File: config.mk
export PLATFORM = sky130hd
export DESIGN_NAME = pra_seq
export DESIGN_NICKNAME = d
export VERILOG_FILES = /design/src/rtl/pra_pkg.sv /design/src/rtl/pra_seq.sv
export SDC_FILE = /design/constraint.sdc
export NUM_CORES = 1
export LEC_CHECK = 0
export BUFFER_PORTS_ARGS = -buffer_cell sky130_fd_sc_hd__buf_2
export CORE_AREA = 2 2 163 165
export CTS_CLUSTER_SIZE = 30
export DETAILED_ROUTE_END_ITERATION = 6
export DIE_AREA = 0 0 165 167
export GPL_TIMING_DRIVEN = 1
export PLACE_DENSITY_LB_ADDON = 0.08
export SYNTH_ARGS = -nofsm -noshare
export SYNTH_HDL_FRONTEND = slang
export SYNTH_SLANG_ARGS = --single-unit
File: constraint.sdc
create_clock -name clk -period 4.2 [get_ports clk]
set_input_delay 0.21 -clock clk [delete_from_list [all_inputs] [get_ports clk]]
set_output_delay 0.21 -clock clk [all_outputs]
set_load 0.05 [all_outputs]
File: src/rtl/pra_pkg.sv
// ----------------------------------------------------------------------------
// pra_pkg: shared types and constants of the page run allocator
// Field widths, command and status codes, register indexes and defaults.
// ----------------------------------------------------------------------------
package pra_pkg;

  localparam int MAP_PAGES_DEF     = 1024;
  localparam int PAGE_BYTES_DEF    = 4096;
  localparam int MAX_REQUEST_BYTES = 4194304;

  localparam int SIZE_W     = 23;
  localparam int PAGE_W     = 20;
  localparam int BRK_W      = 11;
  localparam int LIMIT_W    = 11;
  localparam int CFG_ADDR_W = 3;
  localparam int CFG_DATA_W = 32;

  localparam logic [PAGE_W-1:0]  BASE_RESET  = 20'd0;
  localparam logic [LIMIT_W-1:0] LIMIT_RESET = 11'd1024;

  localparam logic CMD_ALLOC = 1'b0;
  localparam logic CMD_FREE  = 1'b1;

  // register index, taken from paddr bit 2
  localparam logic REG_BASE  = 1'b0;
  localparam logic REG_LIMIT = 1'b1;

  typedef enum logic [1:0] {
    ST_OK        = 2'd0,
    ST_NO_SPACE  = 2'd1,
    ST_ZERO_SIZE = 2'd2,
    ST_BAD_FREE  = 2'd3
  } status_t;

endpackage

File: src/rtl/pra_seq.sv
// ----------------------------------------------------------------------------
// pra_seq: allocator sequencer
// Rounds the request up to pages with a shift, scans the page map for an
// exact or largest run, extends the break, marks or clears pages and
// searches down for the new break after a free.
// ----------------------------------------------------------------------------
module pra_seq
  import pra_pkg::*;
#(
  parameter int MAP_PAGES  = MAP_PAGES_DEF,
  parameter int PAGE_BYTES = PAGE_BYTES_DEF
) (
  input  logic                         clk,
  input  logic                         rst_n,
  input  logic                         start,
  output logic                         busy,
  input  logic                         in_command,
  input  logic [SIZE_W-1:0]            in_size_bytes,
  input  logic [PAGE_W-1:0]            in_page_number,
  input  logic [PAGE_W-1:0]            base_page,
  input  logic [LIMIT_W-1:0]           limit_pages,
  output logic                         out_valid,
  output logic [1:0]                   out_status,
  output logic [PAGE_W-1:0]            out_start_page,
  output logic [BRK_W-1:0]             out_break_pages,
  output logic                         mem_we,
  output logic [$clog2(MAP_PAGES)-1:0] mem_waddr,
  output logic                         mem_wused,
  output logic [$clog2((MAX_REQUEST_BYTES + PAGE_BYTES - 1) / PAGE_BYTES + 1)-1:0]
                                       mem_wcnt,
  output logic [$clog2(MAP_PAGES)-1:0] mem_raddr,
  input  logic                         mem_rused,
  input  logic [$clog2((MAX_REQUEST_BYTES + PAGE_BYTES - 1) / PAGE_BYTES + 1)-1:0]
                                       mem_rcnt
);

  localparam int IW    = $clog2(MAP_PAGES);
  localparam int CW    = $clog2(MAP_PAGES + 1);
  localparam int NMAX  = (MAX_REQUEST_BYTES + PAGE_BYTES - 1) / PAGE_BYTES;
  localparam int NW    = $clog2(NMAX + 1);
  localparam int W1    = (CW > NW) ? CW : NW;
  localparam int W2    = (W1 > PAGE_W) ? W1 : PAGE_W;
  localparam int LW    = W2 + 1;
  localparam int DW    = SIZE_W + 1;
  // page size is a power of two
  localparam int PB_SH = $clog2(PAGE_BYTES);

  typedef enum logic [2:0] {
    S_IDLE, S_SCAN, S_PLACE, S_FILL, S_FRD, S_FCHK, S_DOWN
  } state_t;

  state_t             state_r, state_nxt;
  logic               cmd_r, cmd_nxt;
  logic [NW-1:0]      n_r, n_nxt;
  logic [IW-1:0]      off_r, off_nxt;
  logic [CW-1:0]      ridx_r, ridx_nxt;
  logic [IW-1:0]      pidx_r, pidx_nxt;
  logic               rvld_r, rvld_nxt;
  logic [IW-1:0]      run_at_r, run_at_nxt;
  logic [CW-1:0]      run_len_r, run_len_nxt;
  logic [IW-1:0]      best_at_r, best_at_nxt;
  logic [CW-1:0]      best_len_r, best_len_nxt;
  logic               have_r, have_nxt;
  logic [CW-1:0]      brk_r, brk_nxt;
  logic [CW-1:0]      wptr_r, wptr_nxt;
  logic [CW-1:0]      wend_r, wend_nxt;
  logic               endhit_r, endhit_nxt;
  logic               out_valid_r, out_valid_nxt;
  status_t            out_status_r, out_status_nxt;
  logic [PAGE_W-1:0]  out_start_r, out_start_nxt;
  logic [BRK_W-1:0]   out_break_r, out_break_nxt;

  logic [DW-1:0]      size_up;
  logic [LW-1:0]      n_w, len_w, brk_w, lim_w, end_w;
  logic               exact, better;
  logic [PAGE_W-1:0]  free_off;
  logic               free_bad;
  logic [CW-1:0]      ridx_dec, wptr_inc;

  // request rounded up to whole pages
  assign size_up = DW'(in_size_bytes) + DW'(PAGE_BYTES - 1);

  assign n_w    = LW'(n_r);
  assign len_w  = LW'(run_len_r);
  assign brk_w  = LW'(brk_r);
  assign lim_w  = (LW'(limit_pages) > LW'(MAP_PAGES)) ? LW'(MAP_PAGES) : LW'(limit_pages);
  assign exact  = (len_w == n_w);
  assign better = (len_w >= n_w) && (run_len_r > best_len_r);
  assign end_w  = LW'(off_r) + LW'(mem_rcnt);

  assign free_off = in_page_number - base_page;
  assign free_bad = (in_page_number < base_page) || (LW'(free_off) >= brk_w);

  assign ridx_dec = ridx_r - 1'b1;
  assign wptr_inc = wptr_r + 1'b1;

  assign mem_waddr = wptr_r[IW-1:0];
  assign mem_wused = (cmd_r == CMD_ALLOC);
  assign mem_wcnt  = (cmd_r == CMD_ALLOC) ? n_r : '0;

  always_comb begin
    state_nxt      = state_r;
    cmd_nxt        = cmd_r;
    n_nxt          = n_r;
    off_nxt        = off_r;
    ridx_nxt       = ridx_r;
    pidx_nxt       = pidx_r;
    rvld_nxt       = rvld_r;
    run_at_nxt     = run_at_r;
    run_len_nxt    = run_len_r;
    best_at_nxt    = best_at_r;
    best_len_nxt   = best_len_r;
    have_nxt       = have_r;
    brk_nxt        = brk_r;
    wptr_nxt       = wptr_r;
    wend_nxt       = wend_r;
    endhit_nxt     = endhit_r;
    out_valid_nxt  = 1'b0;
    out_status_nxt = out_status_r;
    out_start_nxt  = out_start_r;
    out_break_nxt  = out_break_r;
    mem_we         = 1'b0;
    mem_raddr      = ridx_r[IW-1:0];

    unique case (state_r)
      S_IDLE: begin
        if (start) begin
          cmd_nxt = in_command;
          unique case (in_command)
            CMD_ALLOC: begin
              if (in_size_bytes == '0) begin
                out_valid_nxt  = 1'b1;
                out_status_nxt = ST_ZERO_SIZE;
                out_start_nxt  = '0;
              end else if (in_size_bytes > SIZE_W'(MAX_REQUEST_BYTES)) begin
                out_valid_nxt  = 1'b1;
                out_status_nxt = ST_NO_SPACE;
                out_start_nxt  = '0;
              end else begin
                n_nxt        = NW'(size_up >> PB_SH);
                ridx_nxt     = '0;
                rvld_nxt     = 1'b0;
                run_len_nxt  = '0;
                best_len_nxt = '0;
                have_nxt     = 1'b0;
                state_nxt    = S_SCAN;
              end
            end
            CMD_FREE: begin
              if (free_bad) begin
                out_valid_nxt  = 1'b1;
                out_status_nxt = ST_BAD_FREE;
                out_start_nxt  = '0;
              end else begin
                off_nxt   = free_off[IW-1:0];
                state_nxt = S_FRD;
              end
            end
            default: ;
          endcase
        end
      end

      S_SCAN: begin
        // read of the next page overlaps the check of the previous one
        if (ridx_r != brk_r) begin
          ridx_nxt = ridx_r + 1'b1;
          pidx_nxt = ridx_r[IW-1:0];
          rvld_nxt = 1'b1;
        end else begin
          rvld_nxt = 1'b0;
        end
        if (rvld_r) begin
          if (mem_rused) begin
            if (exact) begin
              have_nxt    = 1'b1;
              best_at_nxt = run_at_r;
              state_nxt   = S_PLACE;
            end else if (better) begin
              have_nxt     = 1'b1;
              best_at_nxt  = run_at_r;
              best_len_nxt = run_len_r;
            end
            run_len_nxt = '0;
          end else begin
            if (run_len_r == '0) begin
              run_at_nxt = pidx_r;
            end
            run_len_nxt = run_len_r + 1'b1;
          end
        end else if (ridx_r == brk_r) begin
          // last run ends at the break
          if (exact || better) begin
            have_nxt    = 1'b1;
            best_at_nxt = run_at_r;
          end
          state_nxt = S_PLACE;
        end
      end

      S_PLACE: begin
        if (have_r) begin
          wptr_nxt      = CW'(best_at_r);
          wend_nxt      = CW'(LW'(best_at_r) + n_w);
          out_start_nxt = base_page + PAGE_W'(best_at_r);
          state_nxt     = S_FILL;
        end else if ((brk_w < lim_w) && (n_w <= lim_w - brk_w)) begin
          wptr_nxt      = brk_r;
          wend_nxt      = CW'(brk_w + n_w);
          brk_nxt       = CW'(brk_w + n_w);
          out_start_nxt = base_page + PAGE_W'(brk_r);
          state_nxt     = S_FILL;
        end else begin
          out_valid_nxt  = 1'b1;
          out_status_nxt = ST_NO_SPACE;
          out_start_nxt  = '0;
          state_nxt      = S_IDLE;
        end
      end

      S_FILL: begin
        mem_we   = 1'b1;
        wptr_nxt = wptr_inc;
        if (wptr_inc == wend_r) begin
          if (cmd_r == CMD_ALLOC) begin
            out_valid_nxt  = 1'b1;
            out_status_nxt = ST_OK;
            state_nxt      = S_IDLE;
          end else if (endhit_r) begin
            // pages from off up to the break are now free
            ridx_nxt  = CW'(off_r);
            rvld_nxt  = 1'b0;
            state_nxt = S_DOWN;
          end else begin
            out_valid_nxt  = 1'b1;
            out_status_nxt = ST_OK;
            out_start_nxt  = '0;
            state_nxt      = S_IDLE;
          end
        end
      end

      S_FRD: begin
        mem_raddr = off_r;
        state_nxt = S_FCHK;
      end

      S_FCHK: begin
        if (!mem_rused) begin
          out_valid_nxt  = 1'b1;
          out_status_nxt = ST_BAD_FREE;
          out_start_nxt  = '0;
          state_nxt      = S_IDLE;
        end else begin
          endhit_nxt = (end_w == brk_w);
          wend_nxt   = (end_w < brk_w) ? CW'(end_w) : brk_r;
          wptr_nxt   = CW'(off_r);
          state_nxt  = S_FILL;
        end
      end

      S_DOWN: begin
        mem_raddr = ridx_dec[IW-1:0];
        if (ridx_r != '0) begin
          ridx_nxt = ridx_dec;
          pidx_nxt = ridx_dec[IW-1:0];
          rvld_nxt = 1'b1;
        end else begin
          rvld_nxt = 1'b0;
        end
        if (rvld_r && mem_rused) begin
          brk_nxt        = CW'(pidx_r) + 1'b1;
          out_valid_nxt  = 1'b1;
          out_status_nxt = ST_OK;
          out_start_nxt  = '0;
          state_nxt      = S_IDLE;
        end else if (!rvld_r && (ridx_r == '0)) begin
          brk_nxt        = '0;
          out_valid_nxt  = 1'b1;
          out_status_nxt = ST_OK;
          out_start_nxt  = '0;
          state_nxt      = S_IDLE;
        end
      end

      default: state_nxt = S_IDLE;
    endcase

    if (out_valid_nxt) begin
      out_break_nxt = BRK_W'(brk_nxt);
    end
  end

  always_ff @(posedge clk) begin
    if (!rst_n) begin
      state_r     <= S_IDLE;
      brk_r       <= '0;
      out_valid_r <= 1'b0;
    end else begin
      state_r     <= state_nxt;
      brk_r       <= brk_nxt;
      out_valid_r <= out_valid_nxt;
    end
    cmd_r        <= cmd_nxt;
    n_r          <= n_nxt;
    off_r        <= off_nxt;
    ridx_r       <= ridx_nxt;
    pidx_r       <= pidx_nxt;
    rvld_r       <= rvld_nxt;
    run_at_r     <= run_at_nxt;
    run_len_r    <= run_len_nxt;
    best_at_r    <= best_at_nxt;
    best_len_r   <= best_len_nxt;
    have_r       <= have_nxt;
    wptr_r       <= wptr_nxt;
    wend_r       <= wend_nxt;
    endhit_r     <= endhit_nxt;
    out_status_r <= out_status_nxt;
    out_start_r  <= out_start_nxt;
    out_break_r  <= out_break_nxt;
  end

  assign busy            = (state_r != S_IDLE);
  assign out_valid       = out_valid_r;
  assign out_status      = out_status_r;
  assign out_start_page  = out_start_r;
  assign out_break_pages = out_break_r;

endmodule

==> results by group <==
Run status
  • Status: complete, no violations

Worst setup path
  • Number of buffer and inverter instances along the worst setup path: 2
  • Family of cells with the greatest summed delay on the critical path: compound AO/OA/AOI/OAI gates
  • Launching element type of the critical path: register
  • Peak per-stage delay on the critical path: 370 ps
  • Nature of the critical path endpoint: register
  • Critical path data required time: 4520 ps
  • Cell-by-cell listing of the critical path: inv_1, ha_1, a211oi_1, a21o_1, a21oi_2, a21o_1, a21oi_1, xor2_1, ha_1, nand3_1, o32ai_2, a221oi_2, a21oi_2, buf_4, nand2_4, a21o_4, a221o_1, and2_1
  • Critical-path maximum fanout: 8
  • Crit path arrival time: 4350 ps
  • Type of the worst setup path: reg -> reg
  • Cell at the slowest stage of the critical path: sky130_fd_sc_hd__a221o_1

Synthesis
  • Top post-synthesis cells by area: sky130_fd_sc_hd__edfxtp_1, sky130_fd_sc_hd__ha_1, sky130_fd_sc_hd__xnor2_1, sky130_fd_sc_hd__a21oi_1, sky130_fd_sc_hd__nor2_1
  • Sequential share of the synthesized area: 32.9%
  • Mapped cell area: 0.0140 mm²
  • Biggest area consumer among synthesized cells: sky130_fd_sc_hd__edfxtp_1
  • Post-synthesis area per instance: 9.01 µm²
  • Commonest cells in the synthesized netlist: sky130_fd_sc_hd__ha_1, sky130_fd_sc_hd__edfxtp_1, sky130_fd_sc_hd__nor2_1
  • Most frequent cell after synthesis: sky130_fd_sc_hd__ha_1
  • Post-synthesis register bit count: 158
  • Unique masters post-synth: 89
  • Number of flops mapped to enable cells by yosys: 143
  • Prevailing post-synth register cell: sky130_fd_sc_hd__edfxtp_1
  • Post-synthesis net count: 1794
  • Synth warn: 0
  • Number of instances in the synthesized netlist: 1551
  • Post-synthesis async set-or-reset flop share: 0%
  • Share of the synthesized area in the top cell type: 30.7%

Clock network
  • Max clock buf depth: 2
  • Number of buffers created by CTS: 17
  • Level count of the clock H-tree: 4
  • Clock root cell: sky130_fd_sc_hd__clkbuf_16
  • Clock tree from TritonCTS: done
  • Clk slew on worst S/H paths: 80 ps
  • Number of clock sinks: 158
  • Worst skew pair latency: 450 ps

Placed design
  • Total half-perimeter wirelength after legalization and detailed placement: 38.0 mm
  • RePlAce Congestion: 1.05
  • Post-detailed-placement cell area: 0.0155 mm²
  • Number of placed cells counting well taps: 2055
  • Number of buffer cells added on primary ports: 157
  • Post-placement worst setup slack: -137 ps

Final layout
  • Area delta synth->final: 15.8%
  • Layout Cell Area excl Fill: 0.0162 mm²
  • Share of final-layout standard cells stronger than drive strength 1: 17.5%
  • Post-layout net count: 1983
  • Share of the core filled with cells: 62.8%
  • Number of non-filler instances in the completed layout: 2089

Global route
  • Vias in the first global route: 12038
  • Global-route total usage across every layer: 34.8%
  • Maximum number of pins on one net before global-route repair: 42
  • Aggregate global routing overflow: 0
  • Initial antenna violation count: 1
  • Wire length of the first global-routing pass: 71.4 mm

STA
  • Worst Hold Slack: 79.7 ps
  • Worst setup skew after layout: 16.5 ps
  • Minimum period implied by the final worst setup slack: 4030 ps
  • Max-slew violations: 0
  • Post-route fraction of the period consumed by the critical path: 96.0%
  • Final-report setup violation count: 0
  • Hold violation total from the final report: 0
  • Fmax achieved: 0.248 GHz
  • Slew at the pin with the worst max-slew slack: 1070 ps
  • Final Worst Setup Slack: 168 ps
  • Headroom to the max-slew limit: 26.8%

Die
  • Die span in x: 165 µm
  • Core Area: 0.0258 mm²
  • Placement Rows: 59
  • Die H: 167 µm
  • Total Die Area: 0.0276 mm²
  • # IOs: 158
  • Initial core utilization: 54.2%

Routing
  • Residual DRC count: 0
  • Number of iterations in the first detailed-routing pass: 6
  • Overall routed net length: 48.5 mm
  • Routed len/inst: 23.2 µm
  • Iteration-0 DRC count of the detailed router: 1185
  • Overall via count from detail_route: 13153
  • Count of nets left with antenna violations after detail routing: 0
  • Detailed-route vias per instance: 6.30

Power and ir drop
  • Pwr per Cell Area: 392 mW/mm²
  • Static leakage power: 6.81 nW
  • Max VDD drop: 0.304 mV

Hold path
  • Worst min-delay path category: in -> reg

Run
  • Max-cap violation count: 0
-- power by group --
group / total, mW / switching (mW) / internal, mW
clock network: 1.64 / 0.830 / 0.810
logic: 2.43 / 1.60 / 0.835
registers: 2.27 / 0.262 / 2.00
total: 6.34 / 2.69 / 3.65
-- final cells by class --
| class | instances | area (µm²) |
|---|---|---|
| sequential | 158 | 4590 |
| multi-input combinational | 1228 | 8800 |
| inverter | 108 | 405 |
| antenna | 1 | 2.50 |
| timing repair buffer | 227 | 1350 |
| tap | 335 | 419 |
| fill | 2247 | 9580 |
| clock buffer | 17 | 425 |
| clock inverter | 15 | 183 |
-- path summary, 6_finish.rpt --
check / endpoint / cells past startpoint / slack, ps / start
worst max-delay path: brk_r[3] / 18 / 170 / brk_r[3]
worst min-delay path: out_start_page[14] / 3 / 80 / base_page[14]
worst max register to register: brk_r[3] / 18 / 170 / brk_r[3]
worst min register to register: best_at_r[1] / 0 / 420 / run_at_r[1]
-- flip-flops by register name, indices dropped and copies added (netlist names), 11 cells and up --
name,flops
wend_r,11
wptr_r,11
best_len_r,11
n_r,11
ridx_r,11
out_break_pages,11
out_start_page,20
brk_r,11
run_len_r,11
-- placed cells by master (no fill, tap or decap), types with 8 or more instances in the layout --
| cell | count |
|---|---|
| sky130_fd_sc_hd__o22ai_1 | 17 |
| sky130_fd_sc_hd__a211oi_1 | 15 |
| sky130_fd_sc_hd__mux2i_1 | 28 |
| sky130_fd_sc_hd__a22oi_1 | 15 |
| sky130_fd_sc_hd__inv_1 | 103 |
| sky130_fd_sc_hd__and2_1 | 29 |
| sky130_fd_sc_hd__xor2_1 | 48 |
| sky130_fd_sc_hd__xnor2_1 | 87 |
| sky130_fd_sc_hd__nor4_1 | 10 |
| sky130_fd_sc_hd__ha_1 | 144 |
| sky130_fd_sc_hd__nand4_1 | 19 |
| sky130_fd_sc_hd__nor3_1 | 40 |
| sky130_fd_sc_hd__o31ai_1 | 9 |
| sky130_fd_sc_hd__nor2_1 | 137 |
| sky130_fd_sc_hd__nand3_1 | 60 |
| sky130_fd_sc_hd__a21o_1 | 22 |
| sky130_fd_sc_hd__o21bai_1 | 9 |
| sky130_fd_sc_hd__buf_4 | 67 |
| sky130_fd_sc_hd__a21oi_1 | 108 |
| sky130_fd_sc_hd__nor2b_1 | 25 |
| sky130_fd_sc_hd__clkbuf_16 | 17 |
| sky130_fd_sc_hd__o21ai_0 | 67 |
| sky130_fd_sc_hd__and3_1 | 22 |
| sky130_fd_sc_hd__edfxtp_1 | 143 |
| sky130_fd_sc_hd__buf_2 | 157 |
| sky130_fd_sc_hd__nand2b_1 | 11 |
| sky130_fd_sc_hd__dfxtp_1 | 15 |
| sky130_fd_sc_hd__o21a_1 | 20 |
| sky130_fd_sc_hd__a31oi_1 | 8 |
| sky130_fd_sc_hd__o211ai_1 | 15 |
| sky130_fd_sc_hd__nand2_1 | 104 |
| sky130_fd_sc_hd__o221ai_1 | 11 |
-- through the flow --
stage	TNS [ps]	total power, mW
2_1_floorplan	0	3.92
3_3_place_gp	-227	4.63
3_5_place_dp	-4140	4.66
4_1_cts	0	6.27
5_1_grt	-38.8	6.60
6_report	0	6.34
-- timing repair --
action / in CTS / in global routing
hold buffers: 0 / 0
buffers inserted: 0 / 1
setup endpoints to repair: 0 / 74
resized for setup: 0 / 21
-- worst reg2reg max path: stages (launching register included) --
cell	delay, ps
sky130_fd_sc_hd__dfxtp_1	340
sky130_fd_sc_hd__inv_1	130
sky130_fd_sc_hd__ha_1	350
sky130_fd_sc_hd__a211oi_1	250
sky130_fd_sc_hd__a21o_1	190
sky130_fd_sc_hd__a21oi_2	70
sky130_fd_sc_hd__a21o_1	190
sky130_fd_sc_hd__a21oi_1	160
sky130_fd_sc_hd__xor2_1	90
sky130_fd_sc_hd__ha_1	330
sky130_fd_sc_hd__nand3_1	110
sky130_fd_sc_hd__o32ai_2	300
sky130_fd_sc_hd__a221oi_2	80
sky130_fd_sc_hd__a21oi_2	220
sky130_fd_sc_hd__buf_4	170
sky130_fd_sc_hd__nand2_4	90
sky130_fd_sc_hd__a21o_4	250
sky130_fd_sc_hd__a221o_1	370
sky130_fd_sc_hd__and2_1	220
-- metal layers --
| layer | part of all wire, % | wire length [µm] | track usage [%] | vias to the layer above |
|---|---|---|---|---|
| li1 | - | - | - | 6105 |
| met1 | 42 | 20200 | 47.9 | 6198 |
| met2 | 43 | 21000 | 51.7 | 735 |
| met3 | 11 | 5300 | 9.29 | 115 |
| met4 | 4.1 | 1980 | 14.1 | 0 |
| met5 | 0 | 0 | 0 | - |
-- logic make-up (layout without fill, tap and decap cells) --
kind of cell               Yosys count  count (layout)  synth area share (%)
and+or+nand+nor                    499             499                  17.6
AOI/OAI and AO/OA                  407             407                  19.5
buffers and inverters              165             367                  4.90
DFF                                158             158                  32.9
adders and majority gates          154             154                  14.2
xor gates and xnor gates           136             136                  8.63
muxes                               32              32                  2.32
other                                0               1                     0
No activity file was read; power rests on OpenSTA's default activity.
